==> src/hdl/lvg_pkg.sv <==
`default_nettype none

package lvg_pkg;

    localparam int STREAK_WIDTH_DEF = 8;
    localparam int FRAC_BITS_DEF    = 8;

    localparam int SAMPLE_W = 16;
    localparam int COUNT_W  = 8;
    localparam int LEVEL_W  = 3;
    localparam int CLASS_W  = 2;
    localparam int INDEX_W  = 3;
    localparam int COEF_W   = 14;
    localparam int FRAC_W   = 9;

    localparam logic [LEVEL_W-1:0]  LEVEL_TOP = 3'd4;
    localparam logic [SAMPLE_W-1:0] HALF_MS   = 16'd128;
    localparam logic [COEF_W-1:0]   FALL_COEF = 14'd13107;
    localparam logic [COEF_W-1:0]   RISE_COEF = 14'd328;

    localparam logic [SAMPLE_W-1:0] HEAVY_RESET  = 16'd2048;
    localparam logic [SAMPLE_W-1:0] QUIET_RESET  = 16'd1024;
    localparam logic [COUNT_W-1:0]  RAISE_RESET  = 8'd3;
    localparam logic [COUNT_W-1:0]  LOWER_RESET  = 8'd30;
    localparam logic [SAMPLE_W-1:0] BUDGET_RESET = 16'd1024;

    typedef enum logic [INDEX_W-1:0] {
        REG_HEAVY_THRESHOLD = 3'd0,
        REG_QUIET_THRESHOLD = 3'd1,
        REG_FRAMES_TO_RAISE = 3'd2,
        REG_FRAMES_TO_LOWER = 3'd3,
        REG_BASE_BUDGET     = 3'd4
    } reg_index_t;

    typedef enum logic [CLASS_W-1:0] {
        CLASS_BETWEEN = 2'd0,
        CLASS_HEAVY   = 2'd1,
        CLASS_QUIET   = 2'd2
    } frame_class_t;

    typedef struct packed {
        logic heavy;
        logic quiet;
    } frame_flags_t;

    function automatic logic [FRAC_W-1:0] level_frac(input logic [LEVEL_W-1:0] level);
        logic [FRAC_W-1:0] frac;
        case (level)
            3'd0:    frac = 9'd256;
            3'd1:    frac = 9'd205;
            3'd2:    frac = 9'd154;
            3'd3:    frac = 9'd115;
            default: frac = 9'd77;
        endcase
        return frac;
    endfunction

endpackage

`default_nettype wire

==> src/hdl/load_level_governor.sv <==
`default_nettype none

// Channel     Direction  Payload
// s_*         in         sample_ms [15:0]
// m_*         out        shed_level, peak_level, baseline_out, budget_out, frame_class
// cfg_*       in         register index [2:0], write data [15:0]
//
// One sample a cycle unless the output stalls; sample and result are registered.
// The sample register feeds one pass of compare, baseline multiply and level update.
// Reset loads register defaults and sets the baseline to the effective quiet threshold.
// A stalled result holds in the output register; the sample register fills if empty.

module load_level_governor #(
    parameter int STREAK_WIDTH = lvg_pkg::STREAK_WIDTH_DEF,
    parameter int FRAC_BITS    = lvg_pkg::FRAC_BITS_DEF
) (
    input  wire logic        clk,
    input  wire logic        rst_n,
    input  wire logic        s_tvalid,
    output logic             s_tready,
    input  wire logic [15:0] s_tdata,   // sample_ms [15:0]
    output logic             m_tvalid,
    input  wire logic        m_tready,
    output logic [39:0]      m_tdata,   // shed_level [2:0], peak_level [5:3],
                                        // baseline_out [21:6], budget_out [37:22],
                                        // frame_class [39:38]
    input  wire logic        cfg_wen,
    input  wire logic [lvg_pkg::INDEX_W-1:0] cfg_addr,
    input  wire logic [15:0] cfg_wdata
);

    logic [lvg_pkg::SAMPLE_W-1:0] heavy_thr_reg;
    logic [lvg_pkg::SAMPLE_W-1:0] quiet_thr_reg;
    logic [lvg_pkg::COUNT_W-1:0]  raise_reg;
    logic [lvg_pkg::COUNT_W-1:0]  lower_reg;
    logic [lvg_pkg::SAMPLE_W-1:0] budget_reg;
    logic [lvg_pkg::SAMPLE_W-1:0] quiet_eff;
    logic                         reload;
    logic [lvg_pkg::SAMPLE_W-1:0] heavy_new;
    logic [lvg_pkg::SAMPLE_W-1:0] quiet_new;
    logic [lvg_pkg::SAMPLE_W-1:0] reload_qe;

    logic                         in_valid_reg;
    logic [lvg_pkg::SAMPLE_W-1:0] sample_reg;
    logic                         out_valid_reg;
    logic [39:0]                  out_data_reg;
    logic                         advance;

    lvg_pkg::frame_flags_t        flags;
    logic [lvg_pkg::SAMPLE_W-1:0] baseline_val;
    logic [lvg_pkg::LEVEL_W-1:0]  level_val;
    logic [lvg_pkg::LEVEL_W-1:0]  peak_val;
    logic [lvg_pkg::SAMPLE_W-1:0] budget_val;
    lvg_pkg::frame_class_t        class_val;

    assign quiet_eff = (quiet_thr_reg < heavy_thr_reg) ? quiet_thr_reg : heavy_thr_reg;
    assign reload    = cfg_wen && ((cfg_addr == lvg_pkg::REG_HEAVY_THRESHOLD) ||
                                   (cfg_addr == lvg_pkg::REG_QUIET_THRESHOLD));

    // reload from the threshold values that this write leaves behind
    assign heavy_new = (cfg_addr == lvg_pkg::REG_HEAVY_THRESHOLD) ? cfg_wdata : heavy_thr_reg;
    assign quiet_new = (cfg_addr == lvg_pkg::REG_QUIET_THRESHOLD) ? cfg_wdata : quiet_thr_reg;
    assign reload_qe = (quiet_new < heavy_new) ? quiet_new : heavy_new;

    always_ff @(posedge clk or negedge rst_n)
    begin
        if (!rst_n)
        begin
            heavy_thr_reg <= lvg_pkg::HEAVY_RESET;
            quiet_thr_reg <= lvg_pkg::QUIET_RESET;
            raise_reg     <= lvg_pkg::RAISE_RESET;
            lower_reg     <= lvg_pkg::LOWER_RESET;
            budget_reg    <= lvg_pkg::BUDGET_RESET;
        end
        else if (cfg_wen)
        begin
            case (cfg_addr)
                lvg_pkg::REG_HEAVY_THRESHOLD: heavy_thr_reg <= cfg_wdata;
                lvg_pkg::REG_QUIET_THRESHOLD: quiet_thr_reg <= cfg_wdata;
                lvg_pkg::REG_FRAMES_TO_RAISE: raise_reg     <= cfg_wdata[7:0];
                lvg_pkg::REG_FRAMES_TO_LOWER: lower_reg     <= cfg_wdata[7:0];
                lvg_pkg::REG_BASE_BUDGET:     budget_reg    <= cfg_wdata;
                default: ;
            endcase
        end
    end

    assign advance  = in_valid_reg && (!out_valid_reg || m_tready);
    assign s_tready = !in_valid_reg || advance;

    always_ff @(posedge clk or negedge rst_n)
    begin
        if (!rst_n)
        begin
            in_valid_reg  <= 1'b0;
            out_valid_reg <= 1'b0;
        end
        else
        begin
            if (s_tready)
            begin
                in_valid_reg <= s_tvalid;
            end
            if (advance)
            begin
                out_valid_reg <= 1'b1;
            end
            else if (m_tready)
            begin
                out_valid_reg <= 1'b0;
            end
        end
    end

    always_ff @(posedge clk)
    begin
        if (s_tready && s_tvalid)
        begin
            sample_reg <= s_tdata;
        end
        if (advance)
        begin
            out_data_reg <= {class_val, budget_val, baseline_val, peak_val, level_val};
        end
    end

    lvg_baseline #(
        .FRAC_BITS(FRAC_BITS)
    ) u_baseline (
        .clk          (clk),
        .rst_n        (rst_n),
        .advance      (advance),
        .reload       (reload),
        .reload_level (reload_qe),
        .sample       (sample_reg),
        .heavy_thr    (heavy_thr_reg),
        .quiet_eff    (quiet_eff),
        .flags        (flags),
        .baseline_out (baseline_val)
    );

    lvg_level #(
        .STREAK_WIDTH(STREAK_WIDTH)
    ) u_level (
        .clk             (clk),
        .rst_n           (rst_n),
        .advance         (advance),
        .flags           (flags),
        .frames_to_raise (raise_reg),
        .frames_to_lower (lower_reg),
        .base_budget     (budget_reg),
        .level_out       (level_val),
        .peak_out        (peak_val),
        .budget_out      (budget_val),
        .class_out       (class_val)
    );

    assign m_tvalid = out_valid_reg;
    assign m_tdata  = out_data_reg;

endmodule

`default_nettype wire

==> src/hdl/lvg_baseline.sv <==
`default_nettype none

module lvg_baseline #(
    parameter int FRAC_BITS = lvg_pkg::FRAC_BITS_DEF
) (
    input  wire logic                          clk,
    input  wire logic                          rst_n,
    input  wire logic                          advance,
    input  wire logic                          reload,
    input  wire logic [lvg_pkg::SAMPLE_W-1:0]  reload_level,
    input  wire logic [lvg_pkg::SAMPLE_W-1:0]  sample,
    input  wire logic [lvg_pkg::SAMPLE_W-1:0]  heavy_thr,
    input  wire logic [lvg_pkg::SAMPLE_W-1:0]  quiet_eff,
    output lvg_pkg::frame_flags_t              flags,
    output logic      [lvg_pkg::SAMPLE_W-1:0]  baseline_out
);

    localparam int BW   = lvg_pkg::SAMPLE_W + FRAC_BITS;
    localparam int PW   = BW + lvg_pkg::COEF_W;

    logic [BW-1:0] baseline_reg;
    logic [BW-1:0] baseline_next;
    logic [BW-1:0] big;
    logic [BW-1:0] reload_val;
    logic [lvg_pkg::SAMPLE_W-1:0] margin;
    logic [lvg_pkg::SAMPLE_W-1:0] margin_raw;
    logic [BW:0]   heavy_lim;
    logic [BW:0]   quiet_lim;
    logic          falling;
    logic [BW-1:0] diff;
    logic [lvg_pkg::COEF_W-1:0] coef;
    logic [PW-1:0] prod;
    logic [BW-1:0] delta;

    assign big        = {sample, {FRAC_BITS{1'b0}}};
    assign reload_val = {reload_level, {FRAC_BITS{1'b0}}};
    assign margin_raw = heavy_thr - quiet_eff;
    assign margin     = (margin_raw < lvg_pkg::HALF_MS) ? lvg_pkg::HALF_MS : margin_raw;
    assign heavy_lim  = {1'b0, baseline_reg} + {1'b0, margin, {FRAC_BITS{1'b0}}};
    assign quiet_lim  = {1'b0, baseline_reg} + {2'b00, margin, {(FRAC_BITS-1){1'b0}}};

    assign flags.heavy = (sample > heavy_thr) && ({1'b0, big} > heavy_lim);
    assign flags.quiet = (sample < quiet_eff) || ({1'b0, big} < quiet_lim);

    assign falling = big < baseline_reg;
    assign diff    = falling ? (baseline_reg - big) : (big - baseline_reg);
    assign coef    = falling ? lvg_pkg::FALL_COEF : lvg_pkg::RISE_COEF;
    assign prod    = PW'(diff) * PW'(coef);
    assign delta   = BW'(prod[PW-1:16]);

    always_comb
    begin
        if (falling)
        begin
            baseline_next = baseline_reg - delta;
        end
        else
        begin
            baseline_next = baseline_reg + delta;
        end
    end

    assign baseline_out = baseline_next[BW-1:FRAC_BITS];

    always_ff @(posedge clk or negedge rst_n)
    begin
        if (!rst_n)
        begin
            baseline_reg <= {lvg_pkg::QUIET_RESET, {FRAC_BITS{1'b0}}};
        end
        else if (reload)
        begin
            baseline_reg <= reload_val;
        end
        else if (advance)
        begin
            baseline_reg <= baseline_next;
        end
    end

endmodule

`default_nettype wire

==> src/hdl/lvg_level.sv <==
`default_nettype none

module lvg_level #(
    parameter int STREAK_WIDTH = lvg_pkg::STREAK_WIDTH_DEF
) (
    input  wire logic                          clk,
    input  wire logic                          rst_n,
    input  wire logic                          advance,
    input  wire lvg_pkg::frame_flags_t         flags,
    input  wire logic [lvg_pkg::COUNT_W-1:0]   frames_to_raise,
    input  wire logic [lvg_pkg::COUNT_W-1:0]   frames_to_lower,
    input  wire logic [lvg_pkg::SAMPLE_W-1:0]  base_budget,
    output logic      [lvg_pkg::LEVEL_W-1:0]   level_out,
    output logic      [lvg_pkg::LEVEL_W-1:0]   peak_out,
    output logic      [lvg_pkg::SAMPLE_W-1:0]  budget_out,
    output lvg_pkg::frame_class_t              class_out
);

    localparam int SW = STREAK_WIDTH;
    localparam int CW = (SW > lvg_pkg::COUNT_W) ? SW : lvg_pkg::COUNT_W;
    localparam int BPW = lvg_pkg::SAMPLE_W + lvg_pkg::FRAC_W;
    localparam logic [SW-1:0] STREAK_MAX = {SW{1'b1}};

    logic [SW-1:0] heavy_streak_reg, heavy_streak_next;
    logic [SW-1:0] quiet_streak_reg, quiet_streak_next;
    logic [lvg_pkg::LEVEL_W-1:0] level_reg, level_next;
    logic [lvg_pkg::LEVEL_W-1:0] peak_reg, peak_next;
    logic [SW-1:0] heavy_inc;
    logic [SW-1:0] quiet_inc;
    logic [lvg_pkg::COUNT_W-1:0] raise_thr;
    logic [lvg_pkg::COUNT_W-1:0] lower_thr;
    logic [BPW-1:0] budget_prod;

    assign heavy_inc = (heavy_streak_reg < STREAK_MAX) ? heavy_streak_reg + 1'b1
                                                       : heavy_streak_reg;
    assign quiet_inc = (quiet_streak_reg < STREAK_MAX) ? quiet_streak_reg + 1'b1
                                                       : quiet_streak_reg;
    assign raise_thr = (frames_to_raise == '0) ? lvg_pkg::COUNT_W'(1) : frames_to_raise;
    assign lower_thr = (frames_to_lower == '0) ? lvg_pkg::COUNT_W'(1) : frames_to_lower;

    always_comb
    begin
        heavy_streak_next = heavy_streak_reg;
        quiet_streak_next = quiet_streak_reg;
        level_next        = level_reg;
        peak_next         = peak_reg;
        class_out         = lvg_pkg::CLASS_BETWEEN;
        if (flags.heavy)
        begin
            class_out         = lvg_pkg::CLASS_HEAVY;
            heavy_streak_next = heavy_inc;
            if (CW'(heavy_inc) >= CW'(raise_thr))
            begin
                heavy_streak_next = '0;
                quiet_streak_next = '0;
                if (level_reg < lvg_pkg::LEVEL_TOP)
                begin
                    level_next = level_reg + 1'b1;
                end
                if (level_next > peak_reg)
                begin
                    peak_next = level_next;
                end
            end
        end
        else if (flags.quiet)
        begin
            class_out         = lvg_pkg::CLASS_QUIET;
            heavy_streak_next = '0;
            quiet_streak_next = quiet_inc;
            if (CW'(quiet_inc) >= CW'(lower_thr))
            begin
                quiet_streak_next = '0;
                if (level_reg != '0)
                begin
                    level_next = level_reg - 1'b1;
                end
            end
        end
        else
        begin
            heavy_streak_next = '0;
        end
    end

    assign budget_prod = BPW'(base_budget) * BPW'(lvg_pkg::level_frac(level_next));
    assign budget_out  = budget_prod[lvg_pkg::SAMPLE_W+7:8];
    assign level_out   = level_next;
    assign peak_out    = peak_next;

    always_ff @(posedge clk or negedge rst_n)
    begin
        if (!rst_n)
        begin
            heavy_streak_reg <= '0;
            quiet_streak_reg <= '0;
            level_reg        <= '0;
            peak_reg         <= '0;
        end
        else if (advance)
        begin
            heavy_streak_reg <= heavy_streak_next;
            quiet_streak_reg <= quiet_streak_next;
            level_reg        <= level_next;
            peak_reg         <= peak_next;
        end
    end

endmodule

`default_nettype wire

==> config.mk <==
export PLATFORM = sky130hd
export DESIGN_NAME = load_level_governor
export DESIGN_NICKNAME = d
export VERILOG_FILES = /design/src/hdl/lvg_pkg.sv /design/src/hdl/load_level_governor.sv /design/src/hdl/lvg_baseline.sv /design/src/hdl/lvg_level.sv
export SDC_FILE = /design/constraint.sdc
export NUM_CORES = 1
export LEC_CHECK = 0
export ABC_AREA = 1
export BUFFER_PORTS_ARGS = -buffer_cell sky130_fd_sc_hd__buf_2
export CAP_MARGIN = 40
export CORE_MARGIN = 10
export CORE_UTILIZATION = 49
export CTS_BUF_LIST = sky130_fd_sc_hd__clkbuf_8
export CTS_CLUSTER_DIAMETER = 80
export DETAILED_ROUTE_END_ITERATION = 12
export PLACE_DENSITY = 0.79
export SYNTH_ARGS = -nofsm -noshare
export SYNTH_HDL_FRONTEND = slang
export SYNTH_SLANG_ARGS = --single-unit
==> constraint.sdc <==
create_clock -name clk -period 10.5 [get_ports clk]
set_input_delay 0 -clock clk [delete_from_list [all_inputs] [get_ports clk]]
set_output_delay 0 -clock clk [all_outputs]
set_load 0.005 [all_outputs]
==> results.py <==
metrics = {
    "synth": {
        "synth_edf_count": 56,
        "ys_ff_latch": 168,
        "synth_area_um2": 27000,
        "synth_top_flop_cell": "dfrtp_1",
        "ys_warn_count": 0,
        "syn_area_per_cell_um2": 7.67,
        "ys_types": 63,
        "syn_inst": 3517,
        "ys_seq_area_frac": 0.167,
        "synthArstFlopShare": 0.667,
    },
    "worst_setup_path": {
        "worstPathArrival_ns": 11.64,
        "slowest_delay_ns": 0.61,
        "required_ns": 10.80,
        "worst-path-buf-inv": 17,
        "criticalPathCategory": "flip-flop to flip-flop",
        "worst_setup_path_end_kind": "flip-flop",
        "path_depth": 73,
        "reg2regPathDepth": 73,
        "crit_fanout": 7,
        "slowest_stage": "fa_2",
        "crit_path_start": "heavy_thr_reg[11]",
        "rr_startpoint": "heavy_thr_reg[11]",
        "worstSetupStartpointType": "flip-flop",
        "cpMostUsedCell": "inv_2",
        "crit_family": "simple AND/OR/NAND/NOR gates",
    },
    "clocking": {
        "clk_pin_slew_ns": 0.11,
        "htree_levels": 4,
        "insertion_delay_ns": 0.54,
        "cts_num_sinks": 168,
        "clockBufferDepth": 2,
        "root_buffer": "clkbuf_8",
        "cts_buffers": 17,
        "tritoncts": "done",
    },
    "routing": {
        "avgViaCountPerCell": 5.56,
        "drtIter0Drc": 2989,
        "first_pass_iters": 8,
        "vias": 27800,
        "post_drt_wl_per_cell_um": 18.5,
        "antenna_left": 0,
        "wl_um": 92200,
        "route.detailed.drc": 0,
    },
    "layout": {
        "diodes": 0,
        "nFillCells": 3877,
        "drive_gt1_frac": 0.313,
        "synthToLayoutAreaGrowth_pct": 36.3,
        "largest_reg_flops": 40,
        "nNetsFinal": 4965,
    },
    "floorplan": {
        "row_count": 85,
        "ios": 82,
        "die-area_um2": 64800,
        "coreArea_um2": 54100,
        "start_util": 0.498,
        "die_h_um": 255,
        "die_x_um": 255,
    },
    "global_route": {
        "grt_pass1_wl_um": 137000,
        "grt_max_degree": 66,
        "grt_pass1_vias": 27200,
        "grt_use_total": 0.264,
        "grt_overflow": 0,
        "antenna_found_initial": 0,
    },
    "status": {
        "outcome": "complete, but fails checks",
        "violations": "setup timing",
    },
    "place": {
        "dp_slack_ns": -1.25,
        "hpwl_um": 66800,
        "portBuffers": 81,
        "finalWeightedCongestion": 0.998,
    },
    "timing": {
        "fin_crit_ns": 11.33,
        "slew_violations": 0,
        "hold_viol": 0,
        "worst_slack_ns": -0.834,
        "setup_viol": 28,
        "fmax_ghz": 0.0882,
        "maxSlewHeadroom": 0.461,
        "whs_ns": 0.0769,
        "tightest_slew_ns": 0.808,
        "fin_crit_sh": 1.08,
        "clock_skew_ns": 0.0111,
        "rsz0062_at_grt": "yes",
    },
    "job": {
        "maxCapViolations": 0,
    },
    "min_path": {
        "hold_path_class": "input port to async pin",
    },
}
[area by class of cell]
class,instances,area (um2),share of cell area
Timing Repair inverter,1,7.51,0.000204
Sequential cell,168,4500,0.122
Inverter,755,2860,0.0778
Clock buffer,17,234,0.00636
Timing Repair Buffer,785,6060,0.165
Tap cell,696,871,0.0237
Clock inverter,15,178,0.00483
Multi-Input combinational cell,2557,22100,0.600
[logic make-up after synthesis]
| group | synth area share |
|---|---|
| fa+ha+maj | 0.365 |
| buf+inv | 0.115 |
| other cells | 0.000278 |
| compound gates | 0.124 |
| simple gates | 0.182 |
| flops | 0.167 |
| xor+xnor | 0.0481 |
[what timing repair did]
action | in CTS | in global routing
gates resized for setup | 304 | 351
hold endpoints to repair | 131 | 0
buffers inserted | 117 | 46
hold buffers | 37 | 0
gates cloned | 1 | 0
pin swaps | 186 | 248
setup endpoints to repair | 48 | 50
[layer usage]
metal	track usage	up-vias	routed length [um]
li1	-	12700	-
met1	0.345	13300	37300
met2	0.423	1438	42200
met3	0.0448	329	8270
met4	0.114	0	4460
met5	0	-	0
[per-stage QoR]
stage	cells	util	cell area (um2)	TNS [ns]
final	4994	0.679	36800	-14.68
after global routing	4994	0.679	36800	-31.85
after CTS	4973	0.649	35100	-1.17
after detailed placement	4790	0.597	32300	-29.26
after global placement	4784	0.595	32200	-17.86
after floorplan	3543	-	27200	-0.0668
[synthesized netlist by cell type (all sizes together) (3+ instances only)]
master   instances  area (um2)
o21bai          12        93.8
o22ai            4        25.0
nor2           244         943
nand2          671        2610
o31ai            7        52.6
fa             243        4860
o21a            12        90.1
inv            752        2820
o2111ai          4        35.0
xnor2           48         420
dfrtp          102        2550
nand3          106         586
buf              7        52.5
a221oi           4        35.0
a21o            10        75.1
ha             397        4970
o221ai          13         114
a31oi            7        43.8
a211oi          12        90.1
edfxtp          56        1680
nand4           41         282
clkbuf          56         210
nand3b           6        45.0
a21oi          217        1090
o21ai          261        1320
a21boi           4        30.0
nor4            12        75.1
clkinv           3        11.3
nor3            43         225
o32ai            4        35.0
o211ai          13        97.6
xor2           100         876
or2             20         125
dfstp           10         263
[placed cells by master, fill, tap and decap left out, types with 16 or more instances in the layout]
master,netlist,final
inv_2,8,59
ha_1,397,348
a21oi_4,0,17
conb_1,2,28
nor2_1,237,190
ha_4,0,42
nand2_4,4,38
fa_1,243,231
dlygate4sd3_1,0,37
buf_2,3,81
nand2_1,643,529
nor2_2,5,39
inv_1,744,686
xor2_1,100,80
xnor2_1,48,37
o21ai_0,254,209
a21oi_2,1,43
buf_6,3,37
o21ai_2,1,31
nand3_2,6,23
nor3_1,41,32
a21oi_1,216,157
nand4_1,37,37
nand2_2,24,102
edfxtp_1,56,56
xor2_2,0,16
dfrtp_1,102,102
buf_4,0,618
clkbuf_8,0,17
nand3_1,98,78
[path summary, 6_finish.rpt]
path / end / slack, ns
min in group clk: budget_reg[1] / 0.13
min: u_baseline.baseline_reg[1] / 0.08
max reg2reg: m_tdata[31] / -0.83
max: m_tdata[31] / -0.83
min reg2reg: lower_reg[7] / 0.51
max in group asynchronous: raise_reg[3] / 9.13
Power is left out: the tool's default activity adds up to more than one toggle a clock period on the data nets, which glitch-free logic cannot reach.
